<file path="src/rtl/bdl_pkg.sv">
// Shared types, codes and defaults of the bounded double-ended list.
package bdl_pkg;

    localparam int CAPACITY_DEF    = 16;
    localparam int VALUE_WIDTH_DEF = 32;
    localparam int OCC_W_DEF       = $clog2(CAPACITY_DEF + 1);

    localparam int KIND_W = 3;
    localparam int OPV_W  = 32;
    localparam int STAT_W = 2;
    localparam int CMD_W  = 3;

    typedef logic [KIND_W-1:0] t_kind;
    typedef logic [STAT_W-1:0] t_status;
    typedef logic [CMD_W-1:0]  t_cmd;

    // Operation codes carried by an input beat.
    localparam t_kind K_PUSH_HEAD  = 3'd0;
    localparam t_kind K_PUSH_TAIL  = 3'd1;
    localparam t_kind K_ORD_INSERT = 3'd2;
    localparam t_kind K_POP_HEAD   = 3'd3;
    localparam t_kind K_POP_TAIL   = 3'd4;
    localparam t_kind K_REMOVE     = 3'd5;
    localparam t_kind K_QUERY      = 3'd6;

    // Result status codes.
    localparam t_status ST_OK    = 2'd0;
    localparam t_status ST_EMPTY = 2'd1;
    localparam t_status ST_FULL  = 2'd2;

    // Commands broadcast to every cell of the chain.
    localparam t_cmd CMD_HOLD      = 3'd0;
    localparam t_cmd CMD_INS_HEAD  = 3'd1;
    localparam t_cmd CMD_INS_COUNT = 3'd2;
    localparam t_cmd CMD_INS_FIRST = 3'd3;
    localparam t_cmd CMD_DEL_HEAD  = 3'd4;
    localparam t_cmd CMD_DEL_FIRST = 3'd5;

    typedef struct packed {
        t_cmd cmd;
        logic capture;
        logic mode_ge;
    } t_cell_ctl;

endpackage

</file>
<file path="src/rtl/bdl_if.sv">
// Valid/ready channel interfaces for the list's operation and result beats.
interface bdl_in_if;
    logic                      valid;
    logic                      ready;
    bdl_pkg::t_kind            kind;
    logic [bdl_pkg::OPV_W-1:0] operand_value;

    modport source (output valid, output kind, output operand_value, input ready);
    modport sink   (input valid, input kind, input operand_value, output ready);
endinterface

interface bdl_out_if #(
    parameter int OCC_W = bdl_pkg::OCC_W_DEF
);
    logic                      valid;
    logic                      ready;
    logic [bdl_pkg::OPV_W-1:0] popped_value;
    logic                      found;
    bdl_pkg::t_status          status;
    logic [OCC_W-1:0]          occupancy;

    modport source (output valid, output popped_value, output found, output status,
                    output occupancy, input ready);
    modport sink   (input valid, input popped_value, input found, input status,
                    input occupancy, output ready);
endinterface

</file>
<file path="src/rtl/bdl_cell.sv">
// One slot of the list: holds a value, compares it and shifts with its neighbors.
module bdl_cell #(
    parameter int IDX         = 0,
    parameter int VALUE_WIDTH = bdl_pkg::VALUE_WIDTH_DEF,
    parameter int CNT_W       = bdl_pkg::OCC_W_DEF
) (
    input  logic                   i_clk,
    input  bdl_pkg::t_cell_ctl     i_ctl,
    input  logic [VALUE_WIDTH-1:0] i_opv,
    input  logic [CNT_W-1:0]       i_count,
    input  logic [VALUE_WIDTH-1:0] i_left_val,
    input  logic [VALUE_WIDTH-1:0] i_right_val,
    input  logic                   i_pre,
    input  logic [VALUE_WIDTH-1:0] i_tv,
    output logic [VALUE_WIDTH-1:0] o_val,
    output logic                   o_pre,
    output logic [VALUE_WIDTH-1:0] o_tv
);

    logic [VALUE_WIDTH-1:0] r_val;
    logic [VALUE_WIDTH-1:0] n_val;
    logic                   r_hit;
    logic                   r_pre;
    logic [VALUE_WIDTH-1:0] r_tv;
    logic                   w_occ;
    logic                   w_tail;
    logic                   w_match;

    assign w_occ   = CNT_W'(IDX) < i_count;
    assign w_tail  = CNT_W'(IDX + 1) == i_count;
    assign w_match = i_ctl.mode_ge ? ($signed(r_val) >= $signed(i_opv)) : (r_val == i_opv);

    // r_pre tells whether any earlier cell hit; r_tv carries the tail value
    // down the chain. Both settle one cell per cycle.
    assign o_pre = r_pre | r_hit;
    assign o_tv  = w_tail ? r_val : r_tv;
    assign o_val = r_val;

    always_comb begin
        n_val = r_val;
        case (i_ctl.cmd)
            bdl_pkg::CMD_INS_HEAD: begin
                n_val = (IDX == 0) ? i_opv : i_left_val;
            end
            bdl_pkg::CMD_INS_COUNT: begin
                if (CNT_W'(IDX) == i_count) begin
                    n_val = i_opv;
                end
            end
            bdl_pkg::CMD_INS_FIRST: begin
                if (r_pre) begin
                    n_val = i_left_val;
                end else if (r_hit) begin
                    n_val = i_opv;
                end
            end
            bdl_pkg::CMD_DEL_HEAD: begin
                n_val = i_right_val;
            end
            bdl_pkg::CMD_DEL_FIRST: begin
                if (r_pre | r_hit) begin
                    n_val = i_right_val;
                end
            end
            default: begin
                n_val = r_val;
            end
        endcase
    end

    always_ff @(posedge i_clk) begin
        r_val <= n_val;
        r_pre <= i_pre;
        r_tv  <= i_tv;
        if (i_ctl.capture) begin
            r_hit <= w_occ & w_match;
        end
    end

endmodule

</file>
<file path="src/rtl/bounded_double_ended_list.sv">
// Top level of the bounded double-ended list: sequencer and chain of cells.
//
// Operation beats enter on i_in (kind, operand_value); one result beat per
// operation leaves on o_out (popped_value, found, status, occupancy).
// Operations are handled one at a time. Push head, push tail, pop head and
// the unused code run a compare step, then an apply step that sets result
// valid. Ordered insert, pop tail, remove and query add a scan step between
// compare and apply. The match flags and the tail value ripple through the
// chain one cell per cycle, so the scan step covers the whole chain.
// A new operation is accepted in the cycle after the previous one is
// applied, also while its result still waits in the output register.
// If the receiver stalls, the finished result holds on o_out and the next
// operation waits in its apply step until the output register is free.
// Reset empties the list (count to zero); the slot values stay undefined
// and are never read before they are written. No clearing pass is needed.
module bounded_double_ended_list #(
    parameter int CAPACITY    = bdl_pkg::CAPACITY_DEF,
    parameter int VALUE_WIDTH = bdl_pkg::VALUE_WIDTH_DEF
) (
    input  logic       i_clk,
    input  logic       i_rst_n,
    bdl_in_if.sink     i_in,
    bdl_out_if.source  o_out
);

    localparam int CNT_W = $clog2(CAPACITY + 1);
    localparam int OPV_W = bdl_pkg::OPV_W;

    localparam logic [1:0] S_IDLE  = 2'd0;
    localparam logic [1:0] S_CMP   = 2'd1;
    localparam logic [1:0] S_SCAN  = 2'd2;
    localparam logic [1:0] S_APPLY = 2'd3;

    logic [1:0]             r_state;
    bdl_pkg::t_kind         r_kind;
    logic [VALUE_WIDTH-1:0] r_opv;
    logic [CNT_W-1:0]       r_count;
    logic [CNT_W-1:0]       r_scan;

    logic                   r_out_valid;
    logic [OPV_W-1:0]       r_pop;
    logic                   r_found;
    bdl_pkg::t_status       r_status;
    logic [CNT_W-1:0]       r_occ;

    logic [VALUE_WIDTH-1:0] w_opv_in;
    logic                   w_accept;
    logic                   w_fire;
    logic                   w_need_scan;
    logic                   w_full;
    logic                   w_empty;
    logic [VALUE_WIDTH-1:0] w_head;
    logic [VALUE_WIDTH-1:0] w_tail;
    logic                   w_any;

    bdl_pkg::t_cmd          n_cmd;
    logic [CNT_W-1:0]       n_count;
    logic [VALUE_WIDTH-1:0] n_pop;
    logic [OPV_W-1:0]       w_pop_out;
    logic                   n_found;
    bdl_pkg::t_status       n_status;
    bdl_pkg::t_cell_ctl     w_ctl;

    logic [VALUE_WIDTH-1:0] w_val [CAPACITY];
    logic                   w_pre [CAPACITY];
    logic [VALUE_WIDTH-1:0] w_tv  [CAPACITY];

    // The operand is narrowed or sign extended to the stored width; popped
    // values leave zero extended or truncated to the port width.
    generate
        if (VALUE_WIDTH <= OPV_W) begin : g_opv_narrow
            assign w_opv_in = i_in.operand_value[VALUE_WIDTH-1:0];
        end else begin : g_opv_wide
            assign w_opv_in = {{(VALUE_WIDTH - OPV_W){i_in.operand_value[OPV_W-1]}},
                               i_in.operand_value};
        end
        if (VALUE_WIDTH >= OPV_W) begin : g_pop_wide
            assign w_pop_out = n_pop[OPV_W-1:0];
        end else begin : g_pop_narrow
            assign w_pop_out = {{(OPV_W - VALUE_WIDTH){1'b0}}, n_pop};
        end
    endgenerate

    assign i_in.ready = (r_state == S_IDLE);
    assign w_accept   = i_in.valid && i_in.ready;
    assign w_fire     = (r_state == S_APPLY) && (!r_out_valid || o_out.ready);

    assign w_need_scan = (r_kind == bdl_pkg::K_ORD_INSERT) || (r_kind == bdl_pkg::K_POP_TAIL) ||
                         (r_kind == bdl_pkg::K_REMOVE) || (r_kind == bdl_pkg::K_QUERY);
    assign w_full  = (r_count == CNT_W'(CAPACITY));
    assign w_empty = (r_count == '0);

    assign w_head = w_val[0];
    assign w_tail = w_tv[CAPACITY-1];
    assign w_any  = w_pre[CAPACITY-1];

    always_comb begin
        n_cmd    = bdl_pkg::CMD_HOLD;
        n_count  = r_count;
        n_pop    = '0;
        n_found  = 1'b0;
        n_status = bdl_pkg::ST_OK;
        case (r_kind)
            bdl_pkg::K_PUSH_HEAD, bdl_pkg::K_PUSH_TAIL, bdl_pkg::K_ORD_INSERT: begin
                if (w_full) begin
                    n_status = bdl_pkg::ST_FULL;
                end else begin
                    n_count = r_count + 1'b1;
                    if (r_kind == bdl_pkg::K_PUSH_HEAD) begin
                        n_cmd = bdl_pkg::CMD_INS_HEAD;
                    end else if (r_kind == bdl_pkg::K_PUSH_TAIL) begin
                        n_cmd = bdl_pkg::CMD_INS_COUNT;
                    end else if (w_empty || ($signed(r_opv) <= $signed(w_head))) begin
                        n_cmd = bdl_pkg::CMD_INS_HEAD;
                    end else if ($signed(r_opv) >= $signed(w_tail)) begin
                        n_cmd = bdl_pkg::CMD_INS_COUNT;
                    end else begin
                        n_cmd = bdl_pkg::CMD_INS_FIRST;
                    end
                end
            end
            bdl_pkg::K_POP_HEAD, bdl_pkg::K_POP_TAIL: begin
                if (w_empty) begin
                    n_status = bdl_pkg::ST_EMPTY;
                end else begin
                    n_count = r_count - 1'b1;
                    if (r_kind == bdl_pkg::K_POP_HEAD) begin
                        n_pop = w_head;
                        n_cmd = bdl_pkg::CMD_DEL_HEAD;
                    end else begin
                        n_pop = w_tail;
                    end
                end
            end
            bdl_pkg::K_REMOVE: begin
                if (!w_empty) begin
                    if (w_head == r_opv) begin
                        n_cmd   = bdl_pkg::CMD_DEL_HEAD;
                        n_count = r_count - 1'b1;
                        n_found = 1'b1;
                    end else if (w_tail == r_opv) begin
                        // Dropping the tail only shortens the list.
                        n_count = r_count - 1'b1;
                        n_found = 1'b1;
                    end else if (w_any) begin
                        n_cmd   = bdl_pkg::CMD_DEL_FIRST;
                        n_count = r_count - 1'b1;
                        n_found = 1'b1;
                    end
                end
            end
            bdl_pkg::K_QUERY: begin
                n_found = w_any;
            end
            default: begin
                n_cmd = bdl_pkg::CMD_HOLD;
            end
        endcase
    end

    assign w_ctl.cmd     = w_fire ? n_cmd : bdl_pkg::CMD_HOLD;
    assign w_ctl.capture = (r_state == S_CMP);
    assign w_ctl.mode_ge = (r_kind == bdl_pkg::K_ORD_INSERT);

    generate
        for (genvar gi = 0; gi < CAPACITY; gi++) begin : g_cell
            logic [VALUE_WIDTH-1:0] w_left;
            logic [VALUE_WIDTH-1:0] w_right;
            logic                   w_pre_in;
            logic [VALUE_WIDTH-1:0] w_tv_in;

            if (gi == 0) begin : g_first
                assign w_left   = r_opv;
                assign w_pre_in = 1'b0;
                assign w_tv_in  = '0;
            end else begin : g_mid
                assign w_left   = w_val[gi-1];
                assign w_pre_in = w_pre[gi-1];
                assign w_tv_in  = w_tv[gi-1];
            end
            if (gi == CAPACITY - 1) begin : g_last
                assign w_right = w_val[gi];
            end else begin : g_inner
                assign w_right = w_val[gi+1];
            end

            bdl_cell #(
                .IDX         (gi),
                .VALUE_WIDTH (VALUE_WIDTH),
                .CNT_W       (CNT_W)
            ) u_cell (
                .i_clk       (i_clk),
                .i_ctl       (w_ctl),
                .i_opv       (r_opv),
                .i_count     (r_count),
                .i_left_val  (w_left),
                .i_right_val (w_right),
                .i_pre       (w_pre_in),
                .i_tv        (w_tv_in),
                .o_val       (w_val[gi]),
                .o_pre       (w_pre[gi]),
                .o_tv        (w_tv[gi])
            );
        end
    endgenerate

    always_ff @(posedge i_clk) begin
        if (!i_rst_n) begin
            r_state     <= S_IDLE;
            r_count     <= '0;
            r_scan      <= '0;
            r_out_valid <= 1'b0;
        end else begin
            case (r_state)
                S_IDLE: begin
                    if (w_accept) begin
                        r_state <= S_CMP;
                    end
                end
                S_CMP: begin
                    if (w_need_scan) begin
                        r_scan  <= CNT_W'(CAPACITY);
                        r_state <= S_SCAN;
                    end else begin
                        r_state <= S_APPLY;
                    end
                end
                S_SCAN: begin
                    r_scan <= r_scan - 1'b1;
                    if (r_scan == CNT_W'(1)) begin
                        r_state <= S_APPLY;
                    end
                end
                S_APPLY: begin
                    if (w_fire) begin
                        r_count <= n_count;
                        r_state <= S_IDLE;
                    end
                end
                default: begin
                    r_state <= S_IDLE;
                end
            endcase

            if (w_fire) begin
                r_out_valid <= 1'b1;
            end else if (o_out.ready) begin
                r_out_valid <= 1'b0;
            end
        end
    end

    always_ff @(posedge i_clk) begin
        if (w_accept) begin
            r_kind <= i_in.kind;
            r_opv  <= w_opv_in;
        end
        if (w_fire) begin
            r_pop    <= w_pop_out;
            r_found  <= n_found;
            r_status <= n_status;
            r_occ    <= n_count;
        end
    end

    assign o_out.valid        = r_out_valid;
    assign o_out.popped_value = r_pop;
    assign o_out.found        = r_found;
    assign o_out.status       = r_status;
    assign o_out.occupancy    = r_occ;

    a_count_bound : assert property (@(posedge i_clk) disable iff (!i_rst_n)
        r_count <= CNT_W'(CAPACITY))
        else $error("element count above capacity");

    a_count_only_on_apply : assert property (@(posedge i_clk) disable iff (!i_rst_n)
        !w_fire |=> $stable(r_count))
        else $error("element count changed outside the apply step");

    a_full_status : assert property (@(posedge i_clk) disable iff (!i_rst_n)
        (o_out.valid && o_out.status == bdl_pkg::ST_FULL) |-> o_out.occupancy == CNT_W'(CAPACITY))
        else $error("full status reported on a list that is not full");

    a_empty_status : assert property (@(posedge i_clk) disable iff (!i_rst_n)
        (o_out.valid && o_out.status == bdl_pkg::ST_EMPTY) |->
            (o_out.occupancy == '0 && o_out.popped_value == '0))
        else $error("empty status reported on a list that is not empty");

endmodule

</file>
<file path="src/flat_wrapper.sv">
// flat-port wrapper written by rule: the top's interface ports become plain ports
module bounded_double_ended_list_flat 
#(
    parameter int CAPACITY    = bdl_pkg::CAPACITY_DEF,
    parameter int VALUE_WIDTH = bdl_pkg::VALUE_WIDTH_DEF
)
  (i_clk, i_rst_n, i_in_valid, i_in_kind, i_in_operand_value, i_in_ready, o_out_valid, o_out_popped_value, o_out_found, o_out_status, o_out_occupancy, o_out_ready);
  bdl_in_if i_in_i ();
  bdl_out_if o_out_i ();
  input  logic i_clk;
  input  logic i_rst_n;
  input wire logic [$bits(i_in_i.valid)-1:0] i_in_valid;
  input wire logic [$bits(i_in_i.kind)-1:0] i_in_kind;
  input wire logic [$bits(i_in_i.operand_value)-1:0] i_in_operand_value;
  output wire logic [$bits(i_in_i.ready)-1:0] i_in_ready;
  output wire logic [$bits(o_out_i.valid)-1:0] o_out_valid;
  output wire logic [$bits(o_out_i.popped_value)-1:0] o_out_popped_value;
  output wire logic [$bits(o_out_i.found)-1:0] o_out_found;
  output wire logic [$bits(o_out_i.status)-1:0] o_out_status;
  output wire logic [$bits(o_out_i.occupancy)-1:0] o_out_occupancy;
  input wire logic [$bits(o_out_i.ready)-1:0] o_out_ready;
  assign i_in_i.valid = i_in_valid;
  assign i_in_i.kind = i_in_kind;
  assign i_in_i.operand_value = i_in_operand_value;
  assign i_in_ready = i_in_i.ready;
  assign o_out_valid = o_out_i.valid;
  assign o_out_popped_value = o_out_i.popped_value;
  assign o_out_found = o_out_i.found;
  assign o_out_status = o_out_i.status;
  assign o_out_occupancy = o_out_i.occupancy;
  assign o_out_i.ready = o_out_ready;
  bounded_double_ended_list #(.CAPACITY(CAPACITY), .VALUE_WIDTH(VALUE_WIDTH)) u_core (.i_clk(i_clk), .i_rst_n(i_rst_n), .i_in(i_in_i), .o_out(o_out_i));
endmodule
</file>
<file path="config.mk">
export PLATFORM = sky130hd
export DESIGN_NAME = bounded_double_ended_list_flat
export DESIGN_NICKNAME = d
export VERILOG_FILES = /design/src/rtl/bdl_pkg.sv /design/src/rtl/bdl_if.sv /design/src/rtl/bdl_cell.sv /design/src/rtl/bounded_double_ended_list.sv /design/src/flat_wrapper.sv
export SDC_FILE = /design/constraint.sdc
export NUM_CORES = 2
export LEC_CHECK = 0
export BUFFER_PORTS_ARGS = -buffer_cell sky130_fd_sc_hd__buf_2
export CAP_MARGIN = 20
export CELL_PAD_IN_SITES_DETAIL_PLACEMENT = 0
export CELL_PAD_IN_SITES_GLOBAL_PLACEMENT = 1
export CORE_MARGIN = 5
export CORE_UTILIZATION = 51
export CTS_CLUSTER_SIZE = 12
export DETAILED_ROUTE_END_ITERATION = 16
export GPL_TIMING_DRIVEN = 1
export PLACE_DENSITY_LB_ADDON = 0.1
export SETUP_SLACK_MARGIN = 0.1
export SYNTH_ARGS = -nofsm -noshare
export SYNTH_HDL_FRONTEND = slang
export SYNTH_HIERARCHICAL = 1
export SYNTH_SLANG_ARGS = --single-unit
</file>
<file path="constraint.sdc">
create_clock -name i_clk -period 10.6 [get_ports i_clk]
set_input_delay 1.06 -clock i_clk [delete_from_list [all_inputs] [get_ports i_clk]]
set_output_delay 1.06 -clock i_clk [all_outputs]
set_load 0.01 [all_outputs]
</file>
==> qor.csv <==
stage,metric,value,unit
floorplan,starting density of the core,0.5122,
detailed_routing,metal3 WL,21420,µm
synth,number of enable-type register cells in the synthesized netlist,603,
sta,Clock Skew,0.03554,ns
sta,RSZ-0062 raised after global routing,false,
place,count of buffers inserted at the top-level ports,80,
grt,largest net degree at the start of global routing,65,
sta,Final Cycle Share,0.5789,
worst_setup_path,CP Launch Type,flip-flop,
sta,top achievable clock speed,163.0,MHz
worst_setup_path,endpoint type of the worst setup path,flip-flop,
finish,nets,6855,
sta,Tmin final,6.136,ns
floorplan,standard-cell rows,128,
job,Max-Cap Viols,0,
synth,count of mapped cells out of synthesis,6084,
detailed_routing,total via count after detailed routing,50480,
grt,initial antenna violation count,4,
power_and_ir_drop,maximum resistive drop on vdd,177.8,µV
synth,total of warnings raised by yosys,6,
run_status,run status,"complete, no violations",
finish,final cell count without fillers,7960,
synth,count of cell types in the netlist,101,
worst_setup_path,"Max FO, Critical Path",41,
clock_network,worst skew pair latency,0.78,ns
sta,transition time at the pin with the least slew margin,1.076,ns
clock_network,CTS tree,done,
sta,Final Slew Violations,0,
place,pre-CTS WS,4.650,ns
clock_network,CTS Buf Count,134,
grt,global-route wire length before repair,333500,µm
synth,ys async rst share,0,
clock_network,Longest Clk Path Bufs,3,
detailed_routing,drt pass-1 iters,7,
worst_setup_path,critical path data arrival time,6.52,ns
place,HPWL after detailed placement,165400,µm
finish,post-route cell area,0.06969,mm²
place,Placed Cells,7697,
detailed_routing,average vias per placed instance,6.341,
detailed_routing,uppermost routed layer,met4,
floorplan,overall die area,0.1292,mm²
floorplan,die height,359.4,µm
clock_network,buffer count from post-CTS setup fixing,0,
grt,Tot GR Track Use,0.3464,
finish,area delta synth->final,11.93,%
synth,area of the mapped netlist,0.06226,mm²
sta,Final Hold Vio Count,0,
clock_network,Root Driver,sky130_fd_sc_hd__clkbuf_16,
sta,setup TNS after final layout,0,ns
power_and_ir_drop,Leak,28.65,nW
floorplan,floorplan die width,359.4,µm
clock_network,number of gates resized after CTS,0,
min_path,min-delay worst type,flip-flop to flip-flop,
sta,# setup viols final,0,
synth,synthesized area per cell,10.23,µm²
sta,final worst slack,4.464,ns
clock_network,post-cts hold buffer count,0,
detailed_routing,number of antenna-violating nets in the routed design,0,
worst_setup_path,Worst EP required,10.98,ns
power_and_ir_drop,cell area power density,187.2,mW/mm²
worst_setup_path,internal reg-to-reg setup slack,4.46,ns
floorplan,count of pins on the block boundary,81,
synth,most used flip-flop cell after synthesis,sky130_fd_sc_hd__edfxtp_1,
detailed_routing,M1 wire length,93570,µm
sta,headroom to the max-slew limit,0.2763,
grt,total global routing overflow,0,
detailed_routing,post-detailed-route wirelength per cell,29.19,µm
synth,count of state elements after synthesis,1144,
clock_network,"Reg clk slew, reported paths",0.06,ns
detailed_routing,count of unresolved DRC violations after routing,0,
finish,fraction of layout cells with a size suffix above 1,0.1468,
detailed_routing,drt total wl,232400,µm
detailed_routing,met2 wirelength from detailed routing,105100,µm
synth,register area share after synthesis,0.4648,
detailed_routing,detailed router's first-iteration violation count,5696,
clock_network,H-tree Lvls,4,
place,Placer Congestion,0.9449,
floorplan,area inside the core boundary,0.1216,mm²
worst_setup_path,crit path kind,flip-flop to flip-flop,
clock_network,clk sink count,1144,
place,standard cell area after detailed placement,0.06507,mm²
grt,via count of the first global-routing pass,49000,
worst max-delay path: stages, from the launching register on:
cell                        delay [ns]
sky130_fd_sc_hd__dfxtp_2          0.32
sky130_fd_sc_hd__nor4_1           0.25
sky130_fd_sc_hd__and2_1           0.17
sky130_fd_sc_hd__buf_4            0.40
sky130_fd_sc_hd__mux2_1           0.41
sky130_fd_sc_hd__inv_1            0.07
sky130_fd_sc_hd__ha_1             0.25
sky130_fd_sc_hd__nand4_1          0.15
sky130_fd_sc_hd__nor2_1           0.10
sky130_fd_sc_hd__a221o_1          0.34
sky130_fd_sc_hd__o31ai_1          0.46
sky130_fd_sc_hd__o2111ai_1        0.23
sky130_fd_sc_hd__xnor2_1          0.21
sky130_fd_sc_hd__o221ai_4         0.15
sky130_fd_sc_hd__buf_4            0.42
sky130_fd_sc_hd__buf_4            0.57
sky130_fd_sc_hd__a41o_1           0.16
sky130_fd_sc_hd__o21ai_0          0.14
sky130_fd_sc_hd__a21oi_4          0.86
logic make-up after synthesis:
family / after synthesis / synth area share
flip-flops: 1144 / 0.4648
XOR/XNOR: 5 / 0.0007034
buffers and inverters: 916 / 0.05752
adder cells (fa/ha/maj): 599 / 0.1204
multiplexers: 506 / 0.09313
other: 1 / 0.00006023
AO/OA/AOI/OAI: 1644 / 0.1675
AND/OR/NAND/NOR: 1269 / 0.09590
synthesized netlist by cell type, types with 17 or more instances:
cell,number,area share
sky130_fd_sc_hd__nand2_1,755,0.046
sky130_fd_sc_hd__inv_1,653,0.039
sky130_fd_sc_hd__edfxtp_1,603,0.29
sky130_fd_sc_hd__ha_1,599,0.12
sky130_fd_sc_hd__dfxtp_1,541,0.17
sky130_fd_sc_hd__a22oi_1,485,0.058
sky130_fd_sc_hd__o21ai_0,405,0.033
sky130_fd_sc_hd__mux2_2,337,0.061
sky130_fd_sc_hd__a21oi_1,298,0.024
sky130_fd_sc_hd__o21ai_1,198,0.016
sky130_fd_sc_hd__clkbuf_1,182,0.011
sky130_fd_sc_hd__mux2_1,137,0.025
sky130_fd_sc_hd__nand4_1,112,0.011
sky130_fd_sc_hd__nor2_1,104,0.0063
sky130_fd_sc_hd__nand3_1,78,0.0063
sky130_fd_sc_hd__buf_2,63,0.0051
sky130_fd_sc_hd__nor3_1,53,0.0043
sky130_fd_sc_hd__a221o_1,52,0.0084
sky130_fd_sc_hd__a21o_1,31,0.0037
sky130_fd_sc_hd__mux2_4,28,0.0068
sky130_fd_sc_hd__nor4_1,25,0.0025
sky130_fd_sc_hd__nand2b_1,23,0.0023
sky130_fd_sc_hd__a211oi_1,22,0.0027
sky130_fd_sc_hd__or2_2,19,0.0019
sky130_fd_sc_hd__a21oi_2,18,0.0025
sky130_fd_sc_hd__a211o_1,17,0.0024
sequential cells by signal, indices dropped and copies added, names as in the netlist, 5 cells and up:
name                        count
u_core/g_cell.u_cell/o_val    512
u_core/g_cell.u_cell/r_hit     16
u_core/g_cell.u_cell/r_pre     16
u_core/g_cell.u_cell/r_tv     512
u_core/g_cell.w_left           32
u_core/o_out.occupancy          5
u_core/o_out.popped_value      32
u_core/r_count                  5
u_core/r_scan                   5
where the power goes:
part | switching (mW) | leakage (nW) | internal (mW)
Clock | 1.92 | 2.17 | 2.76
Combinational | 1.93 | 16.4 | 0.970
Sequential | 0.368 | 10.0 | 5.11
cells in the final DEF, fill, tap and decap left out, types with 78 or more instances in the layout:
master | netlist | final
sky130_fd_sc_hd__nor2_1 | 104 | 103
sky130_fd_sc_hd__o21ai_0 | 405 | 405
sky130_fd_sc_hd__a22oi_1 | 485 | 485
sky130_fd_sc_hd__mux2_1 | 137 | 137
sky130_fd_sc_hd__nand2_1 | 755 | 754
sky130_fd_sc_hd__dfxtp_1 | 541 | 536
sky130_fd_sc_hd__nand4_1 | 112 | 112
sky130_fd_sc_hd__o21ai_1 | 198 | 198
sky130_fd_sc_hd__inv_1 | 653 | 653
sky130_fd_sc_hd__buf_4 | 3 | 135
sky130_fd_sc_hd__a21oi_1 | 298 | 280
sky130_fd_sc_hd__ha_1 | 599 | 598
sky130_fd_sc_hd__edfxtp_1 | 603 | 603
sky130_fd_sc_hd__mux2_2 | 337 | 337
sky130_fd_sc_hd__clkbuf_16 | 0 | 144
sky130_fd_sc_hd__nand3_1 | 78 | 78
sky130_fd_sc_hd__buf_2 | 63 | 80
through the flow:
stage | utilization | hold slack [ns] | power, mW
floorplan | - | 0.4014 | 7.136
finish | 0.5733 | 0.4204 | 13.05
CTS | 0.5717 | 0.4107 | 13.00
global route | 0.5732 | 0.4377 | 13.56
global placement | 0.5349 | 0.4179 | 8.275
detailed placement | 0.5353 | 0.4205 | 8.342
worst paths after layout:
| path | end | cells after the start | startpoint |
|---|---|---|---|
| max | u_core/g_cell[3].u_cell/o_val[10]$_DFFE_PP_ | 18 | u_core/r_count[1]$_SDFFE_PN0P_ |
| min | u_core/g_cell[6].u_cell/r_tv[29]$_DFF_P_ | 1 | u_core/g_cell[5].u_cell/r_tv[29]$_DFF_P_ |
| max reg2reg | u_core/g_cell[3].u_cell/o_val[10]$_DFFE_PP_ | 18 | u_core/r_count[1]$_SDFFE_PN0P_ |
| min reg2reg | u_core/g_cell[6].u_cell/r_tv[29]$_DFF_P_ | 1 | u_core/g_cell[5].u_cell/r_tv[29]$_DFF_P_ |
metal layers:
metal,vias to the layer above,GRT usage
met5,-,0
met3,557,0.07368
met4,0,0.1653
li1,22510,-
met2,2450,0.5471
met1,24960,0.4557
area by class of cell:
cell class                      instances  area [µm²]
Fill cell                           10660       51870
Multi-Input combinational cell       4056       30170
Sequential cell                      1144       28940
Clock buffer                          201        3948
Inverter                              654        2455
Tap cell                             1625        2033
Timing Repair Buffer                  227        1649
Clock inverter                         48       476.7
Antenna cell                            5       12.51
(Power assumes the default switching activity.)
